`config.mk`:
```
export PLATFORM = sky130hd
export DESIGN_NAME = run_length_byte_decoder
export DESIGN_NICKNAME = d
export VERILOG_FILES = /design/src/rtl/rlbd_pkg.sv /design/src/rtl/rlbd_datapath.sv /design/src/rtl/rlbd_ctrl.sv /design/src/rtl/run_length_byte_decoder.sv
export VERILOG_INCLUDE_DIRS = /design/src /design/src/rtl
export SDC_FILE = /design/constraint.sdc
export NUM_CORES = 1
export LEC_CHECK = 0
export BUFFER_PORTS_ARGS = -buffer_cell sky130_fd_sc_hd__buf_2
export CORE_ASPECT_RATIO = 0.7
export CORE_MARGIN = 2
export CORE_UTILIZATION = 35
export CTS_CLUSTER_SIZE = 8
export DETAILED_ROUTE_END_ITERATION = 7
export GPL_ROUTABILITY_DRIVEN = 1
export PLACE_DENSITY = 0.56
export REMOVE_ABC_BUFFERS = 1
export SYNTH_ARGS = -nofsm -noshare
export SYNTH_HDL_FRONTEND = slang
export SYNTH_SLANG_ARGS = --single-unit
```
`constraint.sdc`:
```
create_clock -name clk_i -period 10.1 [get_ports clk_i]
set_input_delay 2.02 -clock clk_i [delete_from_list [all_inputs] [get_ports clk_i]]
set_output_delay 2.02 -clock clk_i [all_outputs]
set_load 0.02 [all_outputs]
```
`src/rtl/run_length_byte_decoder_defines.svh`:
```
// ----------------------------------------------------------------------------
// run length byte decoder assertion macros
// shared assertion forms for the decoder top level
// ----------------------------------------------------------------------------
`ifndef RUN_LENGTH_BYTE_DECODER_DEFINES_SVH
`define RUN_LENGTH_BYTE_DECODER_DEFINES_SVH

// property checked on every clock edge outside reset
`define RLBD_ASSERT(lbl, prop, msg) \
  lbl: assert property (@(posedge clk_i) disable iff (!rst_ni) (prop)) else $error(msg);

// condition that must never hold outside reset
`define RLBD_ASSERT_NEVER(lbl, cond, msg) \
  lbl: assert property (@(posedge clk_i) disable iff (!rst_ni) !(cond)) else $error(msg);

`endif

```
`src/rtl/rlbd_pkg.sv`:
```
// ----------------------------------------------------------------------------
// run length byte decoder package
// transfer types, command codes and controller/datapath interface structs
// ----------------------------------------------------------------------------
package rlbd_pkg;

  localparam logic [7:0] LowMask = 8'h3F;
  localparam logic [7:0] CmdMask = 8'hC0;

  typedef enum logic [1:0] {
    CMD_SET   = 2'b00,
    CMD_LIT   = 2'b01,
    CMD_FILL  = 2'b10,
    CMD_COUNT = 2'b11
  } cmd_e;

  typedef struct packed {
    logic [7:0] stream_byte;
    logic       block_start;
  } in_item_t;

  typedef struct packed {
    logic [7:0] out_byte;
    logic       byte_valid;
    logic       block_end;
    logic       format_error;
  } out_item_t;

  // controller to datapath
  typedef struct packed {
    logic clear;
    logic hdr_load;
    logic set_target;
    logic op_load;
    logic lit_load;
    logic run_load;
    logic emit_lit;
    logic emit_run;
    logic emit_flag;
    logic flag_err;
  } dp_cmd_t;

  // datapath to controller
  typedef struct packed {
    cmd_e cmd;
    logic bad_set;
    logic overflow;
    logic hdr_last;
    logic len_zero;
    logic last_byte;
    logic left_one;
    logic out_free;
  } dp_sts_t;

endpackage

```
`src/rtl/rlbd_datapath.sv`:
```
// ----------------------------------------------------------------------------
// run length byte decoder datapath
// length and count registers, run values and the output register
// ----------------------------------------------------------------------------
module rlbd_datapath (
  input  logic                clk_i,
  input  logic                rst_ni,
  input  logic [7:0]          stream_byte_i,
  input  rlbd_pkg::dp_cmd_t   cmd_i,
  output rlbd_pkg::dp_sts_t   sts_o,
  input  logic                out_stall_i,
  output logic                out_valid_o,
  output rlbd_pkg::out_item_t out_item_o
);
  import rlbd_pkg::*;

  logic [23:0] length_q, length_d;
  logic [23:0] written_q, written_d;
  logic [7:0]  count_q, count_d;
  logic [7:0]  fill_q, fill_d;
  logic [6:0]  left_q, left_d;
  logic        target_q, target_d;
  logic [1:0]  pos_q, pos_d;
  logic        run_count_q, run_count_d;
  logic        out_valid_q, out_valid_d;
  out_item_t   out_q, out_d;

  logic [5:0]  low;
  logic [1:0]  cmd_bits;
  logic [6:0]  run_len;
  logic [23:0] length_merge;
  logic [24:0] run_end;
  logic [23:0] written_inc;
  logic        emit;

  assign low      = 6'(stream_byte_i & LowMask);
  assign cmd_bits = 2'((stream_byte_i & CmdMask) >> 6);
  assign run_len  = {1'b0, low} + 7'd1;
  assign run_end  = {1'b0, written_q} + {18'd0, run_len};
  assign written_inc = written_q + 24'd1;
  assign emit     = cmd_i.emit_lit | cmd_i.emit_run;

  always_comb begin
    case (pos_q)
      2'd0:    length_merge = length_q | {16'd0, stream_byte_i};
      2'd1:    length_merge = length_q | {8'd0, stream_byte_i, 8'd0};
      2'd2:    length_merge = length_q | {stream_byte_i, 16'd0};
      default: length_merge = length_q;
    endcase
  end

  assign sts_o.cmd       = cmd_e'(cmd_bits);
  assign sts_o.bad_set   = low > 6'd1;
  assign sts_o.overflow  = run_end > {1'b0, length_q};
  assign sts_o.hdr_last  = pos_q == 2'd2;
  assign sts_o.len_zero  = length_merge == 24'd0;
  assign sts_o.last_byte = written_inc == length_q;
  assign sts_o.left_one  = left_q == 7'd1;
  assign sts_o.out_free  = !out_valid_q || !out_stall_i;

  always_comb begin
    length_d    = length_q;
    written_d   = written_q;
    count_d     = count_q;
    fill_d      = fill_q;
    left_d      = left_q;
    target_d    = target_q;
    pos_d       = pos_q;
    run_count_d = run_count_q;
    if (cmd_i.clear) begin
      length_d  = 24'd0;
      written_d = 24'd0;
      count_d   = 8'd0;
      fill_d    = 8'd0;
      left_d    = 7'd0;
      target_d  = 1'b0;
      pos_d     = 2'd0;
    end
    if (cmd_i.hdr_load) begin
      length_d = length_merge;
      pos_d    = (pos_q == 2'd2) ? 2'd0 : pos_q + 2'd1;
    end
    if (cmd_i.set_target) target_d = low[0];
    if (cmd_i.op_load) begin
      if (target_q) fill_d = stream_byte_i;
      else count_d = stream_byte_i;
    end
    if (cmd_i.lit_load || cmd_i.run_load) left_d = run_len;
    if (cmd_i.run_load) run_count_d = sts_o.cmd == CMD_COUNT;
    if (emit) begin
      written_d = written_inc;
      left_d    = left_q - 7'd1;
    end
    if (cmd_i.emit_run && run_count_q) count_d = count_q + 8'd1;
  end

  always_comb begin
    out_valid_d = out_valid_q && out_stall_i;
    out_d       = out_q;
    if (emit) begin
      out_valid_d       = 1'b1;
      out_d.out_byte    = cmd_i.emit_lit ? stream_byte_i : (run_count_q ? count_q : fill_q);
      out_d.byte_valid  = 1'b1;
      out_d.block_end   = sts_o.last_byte;
      out_d.format_error = 1'b0;
    end else if (cmd_i.emit_flag) begin
      out_valid_d        = 1'b1;
      out_d.out_byte     = 8'd0;
      out_d.byte_valid   = 1'b0;
      out_d.block_end    = 1'b1;
      out_d.format_error = cmd_i.flag_err;
    end
  end

  always_ff @(posedge clk_i or negedge rst_ni) begin
    if (!rst_ni) begin
      length_q    <= 24'd0;
      written_q   <= 24'd0;
      count_q     <= 8'd0;
      fill_q      <= 8'd0;
      left_q      <= 7'd0;
      target_q    <= 1'b0;
      pos_q       <= 2'd0;
      run_count_q <= 1'b0;
      out_valid_q <= 1'b0;
    end else begin
      length_q    <= length_d;
      written_q   <= written_d;
      count_q     <= count_d;
      fill_q      <= fill_d;
      left_q      <= left_d;
      target_q    <= target_d;
      pos_q       <= pos_d;
      run_count_q <= run_count_d;
      out_valid_q <= out_valid_d;
    end
  end

  always_ff @(posedge clk_i) begin
    out_q <= out_d;
  end

  assign out_valid_o = out_valid_q;
  assign out_item_o  = out_q;

endmodule

```
`src/rtl/rlbd_ctrl.sv`:
```
// ----------------------------------------------------------------------------
// run length byte decoder controller
// decode phase state machine issuing datapath commands
// ----------------------------------------------------------------------------
module rlbd_ctrl (
  input  logic              clk_i,
  input  logic              rst_ni,
  input  logic              in_valid_i,
  input  logic              block_start_i,
  output logic              in_stall_o,
  input  rlbd_pkg::dp_sts_t sts_i,
  output rlbd_pkg::dp_cmd_t cmd_o
);
  import rlbd_pkg::*;

  typedef enum logic [5:0] {
    ST_STOP    = 6'b000001,
    ST_HEADER  = 6'b000010,
    ST_COMMAND = 6'b000100,
    ST_OPERAND = 6'b001000,
    ST_LITERAL = 6'b010000,
    ST_RUN     = 6'b100000
  } state_e;

  state_e state_q, state_d;
  logic   accept;

  assign in_stall_o = (state_q == ST_RUN) || !sts_i.out_free;
  assign accept     = in_valid_i && !in_stall_o;

  always_comb begin
    state_d = state_q;
    cmd_o   = '0;
    if (accept && block_start_i) begin
      cmd_o.clear = 1'b1;
      state_d     = ST_HEADER;
    end else begin
      unique case (state_q)
        ST_STOP: ;
        ST_HEADER: begin
          if (accept) begin
            cmd_o.hdr_load = 1'b1;
            if (sts_i.hdr_last) begin
              if (sts_i.len_zero) begin
                cmd_o.emit_flag = 1'b1;
                state_d         = ST_STOP;
              end else begin
                state_d = ST_COMMAND;
              end
            end
          end
        end
        ST_OPERAND: begin
          if (accept) begin
            cmd_o.op_load = 1'b1;
            state_d       = ST_COMMAND;
          end
        end
        ST_LITERAL: begin
          if (accept) begin
            cmd_o.emit_lit = 1'b1;
            if (sts_i.last_byte) state_d = ST_STOP;
            else if (sts_i.left_one) state_d = ST_COMMAND;
          end
        end
        ST_COMMAND: begin
          if (accept) begin
            if (sts_i.cmd == CMD_SET) begin
              if (sts_i.bad_set) begin
                cmd_o.emit_flag = 1'b1;
                cmd_o.flag_err  = 1'b1;
                state_d         = ST_STOP;
              end else begin
                cmd_o.set_target = 1'b1;
                state_d          = ST_OPERAND;
              end
            end else if (sts_i.overflow) begin
              cmd_o.emit_flag = 1'b1;
              cmd_o.flag_err  = 1'b1;
              state_d         = ST_STOP;
            end else if (sts_i.cmd == CMD_LIT) begin
              cmd_o.lit_load = 1'b1;
              state_d        = ST_LITERAL;
            end else begin
              cmd_o.run_load = 1'b1;
              state_d        = ST_RUN;
            end
          end
        end
        ST_RUN: begin
          if (sts_i.out_free) begin
            cmd_o.emit_run = 1'b1;
            if (sts_i.last_byte) state_d = ST_STOP;
            else if (sts_i.left_one) state_d = ST_COMMAND;
          end
        end
        default: state_d = ST_STOP;
      endcase
    end
  end

  always_ff @(posedge clk_i or negedge rst_ni) begin
    if (!rst_ni) begin
      state_q <= ST_STOP;
    end else begin
      state_q <= state_d;
    end
  end

endmodule

```
`src/rtl/run_length_byte_decoder.sv`:
```
// ----------------------------------------------------------------------------
// run length byte decoder
// expands a compressed byte stream of literal, fill and counting runs
// ----------------------------------------------------------------------------
// input channel: in_valid_i / in_stall_o carry one stream byte per transfer,
//   with block_start set on header byte 0 of a new block; the next three
//   bytes give the output length, least significant byte first
// output channel: out_valid_o / out_stall_i carry one result per transfer:
//   a decoded byte, or a flag-only result for an empty block or format error
// ordering: a literal byte or a flag result is written into the output register
//   when the byte that causes it is taken; a fill or counting run passes from its
//   command byte through the run state before its first byte is registered
// input pacing: header, operand and literal bytes are taken back to back while
//   the output register is free; a run of n fill or counting bytes is emitted
//   through the single output register, with the input stalled meanwhile
// the output register lets the next byte be taken in the cycle a waiting
//   result is transferred
// reset: the block is stopped and ignores bytes until one with block_start
// receiver stall: the output holds its result and the input stalls until
//   the output register can take a new result; no result is lost
// ----------------------------------------------------------------------------
`include "run_length_byte_decoder_defines.svh"

module run_length_byte_decoder (
  input  logic                clk_i,
  input  logic                rst_ni,
  input  logic                in_valid_i,
  output logic                in_stall_o,
  input  rlbd_pkg::in_item_t  in_item_i,
  output logic                out_valid_o,
  input  logic                out_stall_i,
  output rlbd_pkg::out_item_t out_item_o
);
  import rlbd_pkg::*;

  dp_cmd_t dp_cmd;
  dp_sts_t dp_sts;
  logic    byte_emit;
  logic    any_emit;
  logic    flag_shown;

  rlbd_ctrl u_ctrl (
    .clk_i         (clk_i),
    .rst_ni        (rst_ni),
    .in_valid_i    (in_valid_i),
    .block_start_i (in_item_i.block_start),
    .in_stall_o    (in_stall_o),
    .sts_i         (dp_sts),
    .cmd_o         (dp_cmd)
  );

  rlbd_datapath u_datapath (
    .clk_i         (clk_i),
    .rst_ni        (rst_ni),
    .stream_byte_i (in_item_i.stream_byte),
    .cmd_i         (dp_cmd),
    .sts_o         (dp_sts),
    .out_stall_i   (out_stall_i),
    .out_valid_o   (out_valid_o),
    .out_item_o    (out_item_o)
  );

  assign byte_emit  = dp_cmd.emit_lit || dp_cmd.emit_run;
  assign any_emit   = byte_emit || dp_cmd.emit_flag;
  assign flag_shown = out_valid_o && out_item_o.block_end && !out_item_o.byte_valid;

  `RLBD_ASSERT(a_emit_needs_slot, any_emit |-> dp_sts.out_free, "result issued while output busy")
  `RLBD_ASSERT(a_flag_shows_end, dp_cmd.emit_flag |=> flag_shown, "flag result not presented")
  `RLBD_ASSERT(a_run_stalls_input, dp_cmd.emit_run |-> in_stall_o, "input taken during a run")
  `RLBD_ASSERT_NEVER(a_emit_and_flag, byte_emit && dp_cmd.emit_flag, "two results in one cycle")

endmodule

```
# --- After elaboration in Yosys (flattened, before gate mapping) ---
# Index checks and enable logic that the tools add are counted.
word_totals:
  register_bits: 93
  input_bits: 13
  output_inout_bits: 13
  wordCells: 132
op_classes:
  n_addsub: 6
  order_cmp: 2
  eq_ne: 19
  n_mux: 67
  n_bitwise: 4
  n_reduce_logical: 20
op_table:
  columns: ["op", "count"]
  rows:
  - ["$mux 24", 3]
  - ["$mux 6", 12]
  - ["$mux 8", 9]
  - ["$pmux 24 s3", 1]
  - ["$pmux 6 s6", 1]
  - ["$add 24x7->25", 1]
  - ["$gt 25x24->1", 1]
  - ["$add 24x1->24 const B", 1]
  - ["$eq 24x24->1", 1]
  - ["$logic_not 24->1", 1]
  - ["$or 24x16->24", 1]
  - ["$or 24x24->24", 1]
  - ["$or 24x8->24", 1]
  - ["$mux 11", 2]
  - ["$mux 2", 11]
  - ["$mux 1", 21]
  - ["$mux 7", 3]
  - ["$ne 3x1->1 const B", 4]
  - ["$mux 9", 1]
  - ["$add 8x1->8 const B", 1]
  - ["$reduce_bool 2->1", 4]
  - ["$add 6x1->7 const B", 1]
  - ["$eq 7x1->1 const B", 1]
  - ["$reduce_and 7->1", 1]
  - ["other kinds (22)", 34]

# --- Longest topological paths before layout ---
logic_depth:
  depth_word: 12
  depth_mapped: 24
  mapped_depth_nobuf: 22

# --- By module ---
# Synthesis repeated with hierarchy kept, for this count alone.
hier_totals:
  cells_unflattened: 824
  hier_area_um2: 7123.1
by_module_without_submodules:
  columns: ["module", "instances", "cells_per_inst", "area_per_inst_um2", "seq_area_each_um2"]
  rows:
  - ["rlbd_datapath", 1, 744, 6422.4, 2212.1]
  - ["rlbd_ctrl", 1, 80, 700.7, 151.4]

# --- Worst setup path after synthesis ---
# No wires, ideal clock.
synth_path:
  kind: "input to register"
  start: "input in_item_i[1] in the netlist's numbering"
  end: "register u_datapath.out_q, in the netlist u_datapath.out_item_o[10], enable pin"
  setup_time_ps: 334
  t_arrival_ps: 6282
  required_time_ps: 9766
  slack_ps: 3483
  path_stages: 23
  n_path_buf: 2
  path_cell_list: "clkbuf_1 -> inv_1 -> ha_1 -> ha_1 -> a21o_1 -> a21oi_1 -> o21bai_1 -> a21o_1 -> a21o_1 -> a21oi_1 -> nand2b_1 -> clkbuf_1 -> nor3_1 -> xor2_1 -> ha_1 -> nand3_1 -> nor4_1 -> a21boi_0 -> a221oi_1 -> a21o_1 -> a21oi_1 -> o21ai_0 -> nand2_1"
synth_between:
  elab_chain_len: 9
  elab_cells_between_ends: 19
  cone_classes: "add/sub: 2; order compare: 2; mux: 10; bitwise: 3; reduce/logical: 2"
synth_rtl:
  columns: ["element", "line", "source"]
  rows:
  - ["start, declared", "run_length_byte_decoder.sv:29", "input rlbd_pkg::in_item_t in_item_i,"]
  - ["$add 6x1->7 (tied with other cells)", "rlbd_datapath.sv:38", "assign run_len = {1'b0, low} + 7'd1;"]
  - ["$add 24x7->25 or $pmux 24 s3 (tied branches)", "rlbd_datapath.sv:39, rlbd_datapath.sv:44", null]
  - ["$gt 25x24->1 or $logic_not 24->1 (tied branches)", "rlbd_datapath.sv:54, rlbd_datapath.sv:56", null]
  - ["$mux 2 or $mux 1 (tied branches)", "rlbd_ctrl.sv:77, rlbd_ctrl.sv:44", null]
  - ["$mux 2 or $mux 1 (tied branches)", "rlbd_ctrl.sv:68, rlbd_ctrl.sv:43", null]
  - ["$mux 2 or $mux 1 (tied branches)", "rlbd_ctrl.sv:67, rlbd_ctrl.sv:41", null]
  - ["$pmux 1 s2 (*)", "rlbd_ctrl.sv:38", "unique case (state_q)"]
  - ["$mux 9 (*)", "rlbd_ctrl.sv:34", "if (accept && block_start_i) begin"]
  - ["$reduce_bool 2->1 (no source line) (*)", null, null]
  - ["end signal, assigned", "rlbd_datapath.sv:140", "out_q <= out_d;"]
  - ["end, declared", "rlbd_datapath.sv:26", "out_item_t out_q, out_d;"]
# Every way passes the cells marked *; elsewhere a longest branch is shown, timed or not.
# A chain may end at the register's enable or synchronous reset.

# --- Final worst setup path ---
layout_path:
  start: "input in_item_i[1] in the netlist's numbering"
  end: "register u_datapath.out_q, in the netlist u_datapath.out_item_o[3], enable pin"
# Same word-level chain as after synthesis.

==> results.txt <==
status: completed
Worst-Margin Slew: 1.120 ns
r2r endpoint: u_datapath.out_item_o[3]
Final Cycle Share: 70.06%
die height: 122.6 µm
worst setup path start: in_item_i[1]
final slew viol count: 0
vias: 6614
pin count of the biggest net entering global routing: 62
clk_skew: 0.006318 ns
Hold Buf Count CTS: 0
# diodes: 0
WL/cell: 20.76 µm
layout cells sized above 1: 7.981%
CP endpoint kind: register
P&R area growth vs syn: 8.557%
Cell variety after synth: 75
setup TNS: 0 ns
Core Area: 19750 µm²
nets: 900
Ys Warns: 0
Placer Congestion: 0.9782
CTS Root Cell: clkbuf_16
GRT Residual Overflow: 0
Port Buffers: 25
async set-reset flop share out of synthesis: 88.17%
DRT Wirelength: 23.30 mm
synthesized area per cell: 8.264 µm²
Reg2Reg Launch Point: u_datapath.written_q[0]
IO Pins: 26
number of global-route vias before repair: 5971
CTS tree: built
R2R Setup Slk: 4.75 ns
antenna violations before repair: 0
Hold Path Class: reg2reg
Worst EP arrival: 7.06 ns
RSZ-0062 raised after global routing: no
Initial Util: 35.62%
Seq/Total Area, Yosys: 33.61%
Initial DRC Count: 701
leakage: 3.298 nW
Worst-Skew Late Latency: 0.36 ns
CTS Buffer Depth: 2
clock sink count: 93
Mapped Area: 7033 µm²
gate count after technology mapping: 851
Max Cap Viol: 0
WP data required: 10.09 ns
Synth Register Bits: 93
Tot GR Track Use: 22.39%
full die area: 21260 µm²
critical path class: in2reg
R2R depth: 19
Post-synth EDFFs: 9
crit path time final: 7.077 ns
Max Freq: 141.3 MHz
postcts setup bufs: 0
Initial DRT Pass Iterations: 7
Inserted Clock Buffers: 9
Cells after DPL: 1106
first-pass GRT wire length: 36.51 mm
Final Hold Vio Count: 0
PD cells: 135.3 nW/µm²
CTS resizes: 0
post-route insts no fill: 1122
DIE WIDTH: 173.4 µm
crit-path max FO: 13
H-tree depth: 3
antenna viol nets, final: 0
drt drc: 0
Hold Path Stages: 2
setup violators final: 0
FP Rows: 43
worst slew margin relative to its limit: 25.18%
post-detail-place hpwl: 17.43 mm
number of fill cells: 2026
Clock Pin Slew Worst Setup and Hold Paths: 0.07 ns
VDD IR-drop max: 0.07021 mV
crit start category: primary input
dominant synthesized flop cell: dfrtp_1
hold path startpoint: u_datapath.out_item_o[0]
Via density: 5.895
worst hold endpoint: u_datapath.out_item_o[0]
## through the flow
step	hold WS, ns	total power [mW]	util, %	worst slack, ns	cell area [µm²]
after floorplan	0.4658	0.5878	-	3.836	6794
after global placement	0.4666	0.6719	37.15	2.989	7335
after detailed placement	0.4623	0.6710	37.15	2.779	7335
after CTS	0.4902	1.035	38.67	3.144	7635
after global routing	0.5309	1.083	38.67	2.531	7635
final	0.4835	1.033	38.67	3.023	7635
## cell families after synthesis
group	synth area share, %
xor gates and xnor gates	6.725
and+or+nand+nor	24.98
DFF	33.61
AOI/OAI and AO/OA	19.96
adders and majority gates	7.223
buffers and inverters	5.640
muxes	1.868
## report_power, final
part / internal, mW / switching (mW)
clock network: 0.200 / 0.161
registers: 0.399 / 0.0394
logic: 0.0882 / 0.145
total: 0.688 / 0.345
## metal layers
layer / GRT usage, % / wire [µm] / up-vias
met5: 0 / 0 / -
li1: - / - / 3085
met4: 3.708 / 178 / 0
met2: 28.25 / 8714 / 272
met3: 6.413 / 2215 / 16
met1: 36.49 / 12190 / 3241
## critical path, cell delays in order
cell and delay, ns:
buf_2 0.26, inv_1 0.17, ha_1 0.38, fa_1 0.44, a21o_1 0.19, a21oi_1 0.20, o21ai_0 0.18, a31oi_1 0.54
nor3_1 0.24, nand2_1 0.12, xnor2_1 0.12, ha_1 0.26, a21o_1 0.18, a21o_1 0.17, a21oi_1 0.12, o21ai_0 0.09
a221oi_1 0.22, a21o_1 0.19, a21oi_1 0.09, o21ai_0 0.40, nand2_1 0.44
## layout make-up
cell class / count / area, µm² / share of cell area (%)
clock buffer: 11 / 242.7 / 3.179
clock inverter: 5 / 57.56 / 0.7539
inverter: 42 / 157.7 / 2.065
multi-input combinational: 667 / 4280 / 56.06
sequential: 93 / 2364 / 30.96
tap: 270 / 337.8 / 4.425
timing repair buffer: 34 / 195.2 / 2.557
## state kept, by name, indices dropped and copies added (netlist names)
signal,cells
u_datapath.out_item_o,11
u_datapath.written_q,24
u_ctrl.state_q,6
u_datapath.pos_q,2
u_datapath.left_q,7
u_datapath.out_valid_o,1
u_datapath.length_q,24
u_datapath.count_q,8
u_datapath.run_count_q,1
u_datapath.fill_q,8
u_datapath.target_q,1
## Yosys cell counts (all sizes together) (7+ instances only)
master	number	area, µm²
a21o	16	120.1
a21oi	53	265.3
a221o	7	70.07
a31oi	7	43.79
and2	10	62.56
and3	10	62.56
buf	24	143.9
clkbuf	25	95.09
dfrtp	81	2027
edfxtp	9	270.3
ha	39	488.0
inv	42	157.7
mux2i	12	120.1
nand2	83	311.6
nand2b	10	62.56
nand3	31	155.2
nand4	25	198.9
nor2	83	314.1
nor3	24	120.1
nor3b	14	105.1
nor4	20	146.4
o211ai	9	67.56
o21ai	76	384.1
o31ai	13	102.6
or3	7	43.79
xnor2	26	227.7
xor2	28	245.2
## cells in the final DEF (no fill, tap or decap), types with 14 or more instances in the layout
cell type / count
a21o_1: 16
a21oi_1: 53
buf_2: 24
dfrtp_1: 81
ha_1: 39
inv_1: 42
nand2_1: 83
nand3_1: 31
nand4_1: 21
nor2_1: 81
nor3_1: 24
nor3b_1: 14
nor4_1: 18
o21ai_0: 75
xnor2_1: 26
xor2_1: 28
## worst max path at each step
| stage | cells after the start | slack, ns | endpoint |
|---|---|---|---|
| 3_5_place_dp | 21 | 2.78 | u_datapath.out_item_o[4] |
| 4_1_cts | 21 | 3.14 | u_datapath.out_item_o[3] |
| 6_report | 21 | 3.02 | u_datapath.out_item_o[3] |
| 5_1_grt | 21 | 2.53 | u_datapath.out_item_o[6] |
| 2_1_floorplan | 22 | 3.84 | u_datapath.out_item_o[10] |
| 3_3_place_gp | 21 | 2.99 | u_datapath.out_item_o[3] |
(Power assumes the default switching activity.)
